--- src/rtl/core/xyz_dimension_order_route_core_assert.svh ---
// ---------------------------------------------------------------------------
// Assertion macros for the XYZ dimension-order route core
// Concurrent checks clocked on aclk and gated off while aresetn is low.
// ---------------------------------------------------------------------------
`ifndef XYZ_DIMENSION_ORDER_ROUTE_CORE_ASSERT_SVH
`define XYZ_DIMENSION_ORDER_ROUTE_CORE_ASSERT_SVH

`ifndef SYNTH

// Property must hold at every clock edge outside reset.
`define XYZDOR_ASSERT(label, prop) \
    label: assert property (@(posedge aclk) disable iff (!aresetn) (prop)) \
        else $error("xyzdor assertion failed");

// Expression must never be true outside reset.
`define XYZDOR_ASSERT_NEVER(label, expr) \
    label: assert property (@(posedge aclk) disable iff (!aresetn) !(expr)) \
        else $error("xyzdor forbidden condition seen");

`else

`define XYZDOR_ASSERT(label, prop)
`define XYZDOR_ASSERT_NEVER(label, expr)

`endif

`endif

--- src/rtl/core/xyzdor_pkg.sv ---
`timescale 1ns / 1ps
// ---------------------------------------------------------------------------
// xyzdor_pkg
// Grid sizes, field widths and controller/datapath interface types.
// ---------------------------------------------------------------------------
package xyzdor_pkg;

    localparam int SIZE_X = 8;
    localparam int SIZE_Y = 8;
    localparam int SIZE_Z = 8;

    localparam int TOTAL_NODES = SIZE_X * SIZE_Y * SIZE_Z;

    localparam int IDX_W = 10;

    localparam int CW_X = (SIZE_X > 1) ? $clog2(SIZE_X) : 1;
    localparam int CW_Y = (SIZE_Y > 1) ? $clog2(SIZE_Y) : 1;
    localparam int CW_Z = (SIZE_Z > 1) ? $clog2(SIZE_Z) : 1;
    localparam int NODE_W = (TOTAL_NODES > 1) ? $clog2(TOTAL_NODES) : 1;

    localparam int S_TDATA_W = ((2 * IDX_W + 7) / 8) * 8;
    localparam int M_TDATA_W = ((IDX_W + 7) / 8) * 8;

    typedef logic [IDX_W-1:0] idx_t;

    typedef struct packed {
        logic load;   // capture a new source/destination pair
        logic emit;   // write the current node to the output register, advance
    } xyzdor_cmd_t;

    typedef struct packed {
        logic final_word;  // next emitted word closes the route
        logic out_free;    // output register can take a word this cycle
    } xyzdor_status_t;

endpackage

--- src/rtl/core/xyzdor_ctrl.sv ---
`timescale 1ns / 1ps
// ---------------------------------------------------------------------------
// xyzdor_ctrl
// Route sequencer: takes one request, then issues one emit per free output slot.
// ---------------------------------------------------------------------------
module xyzdor_ctrl (
    input  logic                      aclk,
    input  logic                      aresetn,
    input  logic                      s_tvalid,
    output logic                      s_tready,
    input  xyzdor_pkg::xyzdor_status_t status,
    output xyzdor_pkg::xyzdor_cmd_t    cmd
);
    import xyzdor_pkg::*;

    localparam logic ST_IDLE = 1'b0;
    localparam logic ST_EMIT = 1'b1;

    logic state_reg;
    logic state_next;

    always_comb begin
        state_next = state_reg;
        s_tready   = 1'b0;
        cmd        = '0;
        case (state_reg)
            ST_IDLE: begin
                s_tready = 1'b1;
                if (s_tvalid) begin
                    cmd.load   = 1'b1;
                    state_next = ST_EMIT;
                end
            end
            ST_EMIT: begin
                // wait for the output slot, then emit one node
                if (status.out_free) begin
                    cmd.emit = 1'b1;
                    if (status.final_word) begin
                        state_next = ST_IDLE;
                    end
                end
            end
            default: begin
                state_next = ST_IDLE;
            end
        endcase
    end

    always_ff @(posedge aclk) begin
        if (!aresetn) begin
            state_reg <= ST_IDLE;
        end else begin
            state_reg <= state_next;
        end
    end

endmodule

--- src/rtl/core/xyzdor_datapath.sv ---
`timescale 1ns / 1ps
// ---------------------------------------------------------------------------
// xyzdor_datapath
// Coordinate registers, one-step walker and the registered output word.
// ---------------------------------------------------------------------------
`include "xyz_dimension_order_route_core_assert.svh"

module xyzdor_datapath (
    input  logic                       aclk,
    input  logic                       aresetn,
    input  xyzdor_pkg::xyzdor_cmd_t     cmd,
    input  xyzdor_pkg::idx_t            source_index,
    input  xyzdor_pkg::idx_t            dest_index,
    output xyzdor_pkg::xyzdor_status_t  status,
    output logic                       out_valid,
    input  logic                       out_ready,
    output xyzdor_pkg::idx_t            out_node_index,
    output logic                       out_last,
    output logic                       out_range_error
);
    import xyzdor_pkg::*;

    logic [CW_X-1:0] cur_x_reg, cur_x_next, goal_x_reg;
    logic [CW_Y-1:0] cur_y_reg, cur_y_next, goal_y_reg;
    logic [CW_Z-1:0] cur_z_reg, cur_z_next, goal_z_reg;
    logic            err_reg;

    logic            out_valid_reg, out_valid_next;
    idx_t            out_node_reg;
    logic            out_last_reg;
    logic            out_err_reg;

    logic            match_x, match_y, match_z, at_goal;
    logic [NODE_W-1:0] node_cur;

    assign match_x = (cur_x_reg == goal_x_reg);
    assign match_y = (cur_y_reg == goal_y_reg);
    assign match_z = (cur_z_reg == goal_z_reg);
    assign at_goal = match_x && match_y && match_z;

    // linear index: x fastest, then y, then z
    assign node_cur = NODE_W'(int'(cur_x_reg)
                      + SIZE_X * (int'(cur_y_reg) + SIZE_Y * int'(cur_z_reg)));

    assign status.final_word = at_goal || err_reg;
    assign status.out_free   = !out_valid_reg || out_ready;

    // advance one unit along the first dimension still off the goal
    always_comb begin
        cur_x_next = cur_x_reg;
        cur_y_next = cur_y_reg;
        cur_z_next = cur_z_reg;
        if (!match_x) begin
            cur_x_next = (cur_x_reg < goal_x_reg) ? cur_x_reg + CW_X'(1)
                                                  : cur_x_reg - CW_X'(1);
        end else if (!match_y) begin
            cur_y_next = (cur_y_reg < goal_y_reg) ? cur_y_reg + CW_Y'(1)
                                                  : cur_y_reg - CW_Y'(1);
        end else if (!match_z) begin
            cur_z_next = (cur_z_reg < goal_z_reg) ? cur_z_reg + CW_Z'(1)
                                                  : cur_z_reg - CW_Z'(1);
        end
    end

    always_ff @(posedge aclk) begin
        if (cmd.load) begin
            cur_x_reg  <= CW_X'(int'(source_index) % SIZE_X);
            cur_y_reg  <= CW_Y'((int'(source_index) / SIZE_X) % SIZE_Y);
            cur_z_reg  <= CW_Z'(int'(source_index) / (SIZE_X * SIZE_Y));
            goal_x_reg <= CW_X'(int'(dest_index) % SIZE_X);
            goal_y_reg <= CW_Y'((int'(dest_index) / SIZE_X) % SIZE_Y);
            goal_z_reg <= CW_Z'(int'(dest_index) / (SIZE_X * SIZE_Y));
            err_reg    <= (int'(source_index) >= TOTAL_NODES)
                       || (int'(dest_index) >= TOTAL_NODES);
        end else if (cmd.emit) begin
            cur_x_reg <= cur_x_next;
            cur_y_reg <= cur_y_next;
            cur_z_reg <= cur_z_next;
        end
    end

    always_comb begin
        out_valid_next = out_valid_reg;
        if (cmd.emit) begin
            out_valid_next = 1'b1;
        end else if (out_ready) begin
            out_valid_next = 1'b0;
        end
    end

    always_ff @(posedge aclk) begin
        if (!aresetn) begin
            out_valid_reg <= 1'b0;
        end else begin
            out_valid_reg <= out_valid_next;
        end
    end

    always_ff @(posedge aclk) begin
        if (cmd.emit) begin
            out_node_reg <= err_reg ? '0 : IDX_W'(node_cur);
            out_last_reg <= at_goal || err_reg;
            out_err_reg  <= err_reg;
        end
    end

    assign out_valid       = out_valid_reg;
    assign out_node_index  = out_node_reg;
    assign out_last        = out_last_reg;
    assign out_range_error = out_err_reg;

    // never overwrite a word the sink has not taken
    `XYZDOR_ASSERT_NEVER(a_no_overwrite, cmd.emit && out_valid_reg && !out_ready)
    // an emit short of the goal always moves the walker
    `XYZDOR_ASSERT(a_walk_moves, (cmd.emit && !at_goal && !err_reg) |=>
        !$stable({cur_x_reg, cur_y_reg, cur_z_reg}))
    // a range error word always closes its route
    `XYZDOR_ASSERT(a_err_is_last, (out_valid_reg && out_err_reg) |-> out_last_reg)
    // load and emit are exclusive
    `XYZDOR_ASSERT_NEVER(a_cmd_exclusive, cmd.load && cmd.emit)

endmodule

--- src/rtl/core/xyz_dimension_order_route_core.sv ---
`timescale 1ns / 1ps
// Start: a taken request loads the coordinate registers and the sequencer enters its
// emit state, which then registers the first node word in the output register.
// Throughput: one node word per cycle without backpressure, by the single-step walker;
// a route is 1+|dx|+|dy|+|dz| words, up to 22 at 8x8x8, and holds off new requests.
// Reset: synchronous, active-low aresetn clears the sequencer and output valid.
// ---------------------------------------------------------------------------
// xyz_dimension_order_route_core
// Streams the X-then-Y-then-Z path between two grid nodes as node index words.
// ---------------------------------------------------------------------------
module xyz_dimension_order_route_core (
    input  logic                               aclk,
    input  logic                               aresetn,
    input  logic                               s_tvalid,
    output logic                               s_tready,
    // [9:0] source_index, [19:10] dest_index, rest zero
    input  logic [xyzdor_pkg::S_TDATA_W-1:0]   s_tdata,
    output logic                               m_tvalid,
    input  logic                               m_tready,
    // [9:0] node_index, rest zero
    output logic [xyzdor_pkg::M_TDATA_W-1:0]   m_tdata,
    output logic                               m_tlast,
    // [0] range_error
    output logic [0:0]                         m_tuser
);
    import xyzdor_pkg::*;

    xyzdor_cmd_t    cmd;
    xyzdor_status_t status;
    idx_t           node_index;

    xyzdor_ctrl u_ctrl (
        .aclk     (aclk),
        .aresetn  (aresetn),
        .s_tvalid (s_tvalid),
        .s_tready (s_tready),
        .status   (status),
        .cmd      (cmd)
    );

    xyzdor_datapath u_datapath (
        .aclk            (aclk),
        .aresetn         (aresetn),
        .cmd             (cmd),
        .source_index    (s_tdata[IDX_W-1:0]),
        .dest_index      (s_tdata[2*IDX_W-1:IDX_W]),
        .status          (status),
        .out_valid       (m_tvalid),
        .out_ready       (m_tready),
        .out_node_index  (node_index),
        .out_last        (m_tlast),
        .out_range_error (m_tuser[0])
    );

    assign m_tdata = M_TDATA_W'(node_index);

endmodule
--- config.mk ---
export PLATFORM = sky130hd
export DESIGN_NAME = xyz_dimension_order_route_core
export DESIGN_NICKNAME = d
export VERILOG_FILES = /design/src/rtl/core/xyzdor_pkg.sv /design/src/rtl/core/xyzdor_ctrl.sv /design/src/rtl/core/xyzdor_datapath.sv /design/src/rtl/core/xyz_dimension_order_route_core.sv
export VERILOG_INCLUDE_DIRS = /design/src /design/src/rtl/core
export SDC_FILE = /design/constraint.sdc
export NUM_CORES = 1
export LEC_CHECK = 0
export BUFFER_PORTS_ARGS = -buffer_cell sky130_fd_sc_hd__buf_2
export CAP_MARGIN = 20
export CORE_ASPECT_RATIO = 0.7
export CORE_MARGIN = 1.5
export CORE_UTILIZATION = 40
export CTS_BUF_LIST = sky130_fd_sc_hd__clkbuf_4
export DETAILED_ROUTE_END_ITERATION = 16
export PLACE_DENSITY = 0.72
export REMOVE_ABC_BUFFERS = 1
export SETUP_SLACK_MARGIN = 0.3
export SLEW_MARGIN = 20
export SYNTH_ARGS = -nofsm -noshare
export SYNTH_HDL_FRONTEND = slang
export SYNTH_SLANG_ARGS = --single-unit
--- constraint.sdc ---
create_clock -name aclk -period 4.1 [get_ports aclk]
set_input_delay 0 -clock aclk [delete_from_list [all_inputs] [get_ports aclk]]
set_output_delay 0 -clock aclk [all_outputs]
set_load 0.02 [all_outputs]
Yosys cells after proc, flatten, opt, wreduce, memory -nomap -nowiden
Cells that the tools add are included.
W data, S select, Z words.
- flip-flop bits (word level): 33
- bits of input ports: 28
- output and inout bits: 20
- logic and storage cells: 71
- $add $sub $neg: 8
- magnitude comparators: 5
- equality and inequality tests: 6
- mux-type cells: 25
- bitwise gates (word level): 1
- reduce and logical (&&, ||, !) cells: 13
- operators by type and width (operator ; number):
    $mux W3 ; 15
    $ge A10 B10 Y1 const B ; 2
    $add A3 B1 Y3 const B ; 3
    $add A4 B9 Y9 ; 1
    $eq A3 B3 Y1 ; 3
    $lt A3 B3 Y1 ; 3
    $mux W1 ; 9
    $sub A3 B1 Y3 const B ; 3
    $reduce_bool A2 Y1 ; 4
    $add A3 B6 Y6 ; 1
    $ne A2 B2 Y1 const B ; 3
    $reduce_and A4 Y1 ; 1
    $logic_or A1 B1 Y1 ; 3
    $reduce_and A3 Y1 ; 1
    $logic_and A1 B1 Y1 ; 2
    $pmux W1 S2 ; 1
    $reduce_and A2 Y1 ; 1
    $logic_not A1 Y1 ; 1
    $not A1 Y1 ; 1

Longest topological paths before layout
- depth after elaboration: 7
- gate-level depth with buffers: 8
- depth with buffers taken out: 8

Modules after synthesis
From an unflattened synthesis, not the netlist that was laid out.
- cells, all modules: 123
- area, all modules: 1621.6 um^2
- by module, submodules not included (module ; instances ; cells each ; area each (um^2) ; seq. area each (um^2)):
    xyzdor_datapath ; 1 ; 110 ; 1517.7 ; 920.9
    xyzdor_ctrl ; 1 ; 6 ; 55.1 ; 20.0
    xyz_dimension_order_route_core ; 1 ; 7 ; 48.8 ; 0.0

Least setup slack after synthesis
No wires, ideal clock.
- path kind: register to register
- start: register u_datapath.cur_x_reg[2]
- end: register u_datapath.cur_x_reg[2], data pin
- library setup time: 0.261 ns
- data arrival time: 1.905 ns
- data required time: 3.839 ns
- slack: 1.934 ns
- stages on the path, launching flop included: 8
- buffers on the path: 0
- clock period less this slack: 2.166 ns
- cells stage by stage: edfxtp_1 -> ha_1 -> a21oi_1 -> nand2_1 -> fa_1 -> xor2_1 -> and4_1 -> a221o_1
- cells in the longest elaborated chain, start to end: 5
- elaborated cells on any way between the ends: 7
- those cells by class: 2 x add/sub; 1 x order compare; 4 x mux
- ends and longest elaborated chain (element ; line ; text):
    start, declared ; xyzdor_datapath.sv:23 ; logic [CW_X-1:0] cur_x_reg, cur_x_next, goal_x_reg;
    start signal, assigned ; xyzdor_datapath.sv:67 ; cur_x_reg <= CW_X'(int'(source_index) % SIZE_X);
    start signal, assigned ; xyzdor_datapath.sv:76 ; cur_x_reg <= cur_x_next;
    $sub A3 B1 Y3, or another cell as far along ; xyzdor_datapath.sv:55 ; : cur_x_reg - CW_X'(1);
    $mux W3 * ; xyzdor_datapath.sv:54 ; cur_x_next = (cur_x_reg < goal_x_reg) ? cur_x_reg + CW_X'(1)
    $mux W3 * ; xyzdor_datapath.sv:53 ; if (!match_x) begin
    $mux W3 * ; xyzdor_datapath.sv:75 ; end else if (cmd.emit) begin
    $mux W3 * ; xyzdor_datapath.sv:66 ; if (cmd.load) begin
Every way passes the cells marked *; elsewhere a longest branch is shown, timed or not. The select of a mux whose other input is x is not followed.
A chain may end at the register's enable or synchronous reset.

Final worst setup path
Same ends and word-level chain as after synthesis.

==> results.toml <==
[timing]
fin_crit_ps = 2290
tightestPinTransition_ps = 580
finalSetupViolCount = 0
hold_viol = 0
tns_ps = 0
rsz0062_at_grt = "no"
skew_ps = 12.5
drv_slew = 0
fmax_mhz = 437
final.period_utilization_pct = 55.8
maxSlewHeadroom_pct = 60.9

[clock_network]
numCtsBuffers = 5
clock_latency_ps = 340
cts.path.max_buffers = 2
cts_tree = "done"
cts.clk_slew.worst_paths_ps = 110
htree_levels = 2
clock_sinks = 32
clock-root-buffer = "clkbuf_4"

[floorplanning]
die_height_um = 56.0
design.core.area_um2 = 3870
die_area_um2 = 4410
pin_count = 48
start_util_pct = 41.4
num_rows = 19
die_x_um = 78.7

[critical_path]
rrSetupSlack_ps = 1810
cp.arrival_ps = 2380
cp.buffers_inverters = 0
slowest_stage = "edfxtp_1"
critPathRequiredTime_ps = 4190
rr_worst_depth = 7
r2r_start = "u_datapath.cur_x_reg[2]"
setup.worst_path.end_class = "register"
cp_cell_sequence = "ha_1 -> a21oi_1 -> nand2_1 -> fa_1 -> xor2_1 -> and4_1 -> a221o_1"
cp_max_fo = 3
path_class = "register to register"
cp_top_family = "adder cells"
cpPeakStageDelay_ps = 450
path_depth = 7
reg2reg_to = "u_datapath.cur_x_reg[2]"
start_kind = "register"

[route]
drt_iter0_markers = 61
dr_wl_met3_um = 132
viasPerCell = 4.54
top_layer = "met4"
route.detailed.drc = 0
via_count = 1103
wl_met2_mm = 1.48
dr.pass1.iters = 4
wl_mm = 2.97
wl_per_cell_um = 12.2
wl_met1_mm = 1.32
final_antenna_net_count = 0

[layout]
mostFrequentLayoutCells = "buf_2, edfxtp_1, dlygate4sd3_1"
drive_gt1_share_pct = 24.6
antenna_cells = 0
nets = 230
fill_cells = 338
area_delta_synth_final_pct = 28.8
final_util_pct = 53.3
largest_reg_flops = 9
final_common_cell = "buf_2"

[synthesis]
postSynthAreaPerCell_um2 = 12.2
netlist_area_um2 = 1600
yosys-top-cells-area = "edfxtp_1, ha_1, fa_1"
synth_top_area_share_pct = 56.2
async_flop_share_pct = 0
synth_edf_count = 30
synth_flop_cell = "edfxtp_1"
yosysUniqueCellTypes = 31
seq_area_frac_synth_pct = 58.7
yosys_warnings = 0
synth_seq_cells = 32
synthCells = 132
yosys.area.top_type = "edfxtp_1"

[min_path]
hold_depth = 3
min_from = "m_tready"
hold_end = "u_datapath.out_valid"
hp-class = "input pin to register"

[global_route]
grt.total_usage_pct = 15.2
grt-ovfl-total = 0
grt_pass1_wl_mm = 4.91
grt_pass1_vias = 1084
antenna_found_initial = 0
grt_max_degree = 19

[pwr]
p_per_area_nw_per_um2 = 447
power.leakage_nw = 0.904
peakVddDrop_mv = 0.243

[flow_run]
cap_violations = 0

[placement]
gp_congestion = 0.870
portBuffers = 36
hpwl_mm = 2.03

[run_status]
status = "finished clean"
## worst max path at each step
stage / end / from / slack (ps)
2_1_floorplan: u_datapath.cur_x_reg[2] / u_datapath.cur_x_reg[2] / 1930
3_3_place_gp: u_datapath.cur_x_reg[2] / u_datapath.cur_x_reg[2] / 1850
3_5_place_dp: u_datapath.cur_x_reg[2] / u_datapath.cur_x_reg[2] / 1830
4_1_cts: u_datapath.cur_x_reg[2] / u_datapath.cur_x_reg[2] / 1820
5_1_grt: u_datapath.cur_x_reg[2] / u_datapath.cur_x_reg[2] / 1750
6_report: u_datapath.cur_x_reg[2] / u_datapath.cur_x_reg[2] / 1810
## worst reg2reg max path, delay by kind of cell (launching register included)
family	cells	cell delay (ps)
adder cells (fa/ha/maj)	2	710
flip-flops	1	450
AO/OA/AOI/OAI	2	420
AND/OR/NAND/NOR	2	310
XOR/XNOR	1	170
## area by class of cell
type / count / area, um^2 / share of cell area (%)
Clock buffer: 6 / 45.0 / 2.18
Clock inverter: 2 / 35.0 / 1.70
Inverter: 12 / 47.5 / 2.30
Multi-Input combinational cell: 84 / 562 / 27.2
Sequential cell: 32 / 941 / 45.5
Tap cell: 52 / 65.1 / 3.15
Timing Repair Buffer: 55 / 370 / 17.9
## report_power, final
group	total [mW]	switching [mW]	internal (mW)
registers	0.441	0.0295	0.412
clock network	0.243	0.109	0.134
logic	0.240	0.130	0.110
## metal layers
| metal | vias up | GRT usage (%) |
|---|---|---|
| met4 | 0 | 5.36 |
| met1 | 499 | 18.8 |
| li1 | 567 | - |
| met2 | 30 | 25.4 |
| met5 | - | 0 |
| met3 | 7 | 4.43 |
## kinds of logic after synthesis
family                     Yosys count  share of synthesized area [%]
AOI/OAI and AO/OA                   19                           7.33
xor gates and xnor gates             3                           1.64
adders and majority gates           12                           10.8
buffers and inverters               22                           7.72
DFF                                 32                           58.7
other                                1                          0.234
and+or+nand+nor                     43                           13.7
## stage by stage
stage	power (mW)	area (um^2)	std cells	hold slack (ps)	setup WS, ps
final	0.924	2070	243	15.1	1810
after floorplan	0.615	1550	128	98.9	1930
after global placement	0.665	1800	216	177	1850
after CTS	0.931	2070	243	4.78	1820
after global routing	0.986	2070	243	35.2	1750
after detailed placement	0.675	1800	216	178	1830
## timing repair
item	CTS	global route
hold endpoints to repair	19	0
gates resized for setup	0	0
buffers inserted	0	0
hold buffers	19	0
## synthesized netlist by cell type, types with 2 or more instances
| library cell | instances |
|---|---|
| a21o_1 | 2 |
| a21oi_1 | 6 |
| a31oi_1 | 3 |
| buf_4 | 7 |
| dfxtp_1 | 2 |
| edfxtp_1 | 30 |
| fa_1 | 3 |
| ha_1 | 9 |
| inv_1 | 11 |
| nand2_1 | 14 |
| nand3_1 | 5 |
| nand3b_1 | 3 |
| nor2_1 | 9 |
| nor2b_1 | 6 |
| o21ai_0 | 4 |
| xor2_1 | 3 |
(Power assumes the default switching activity.)
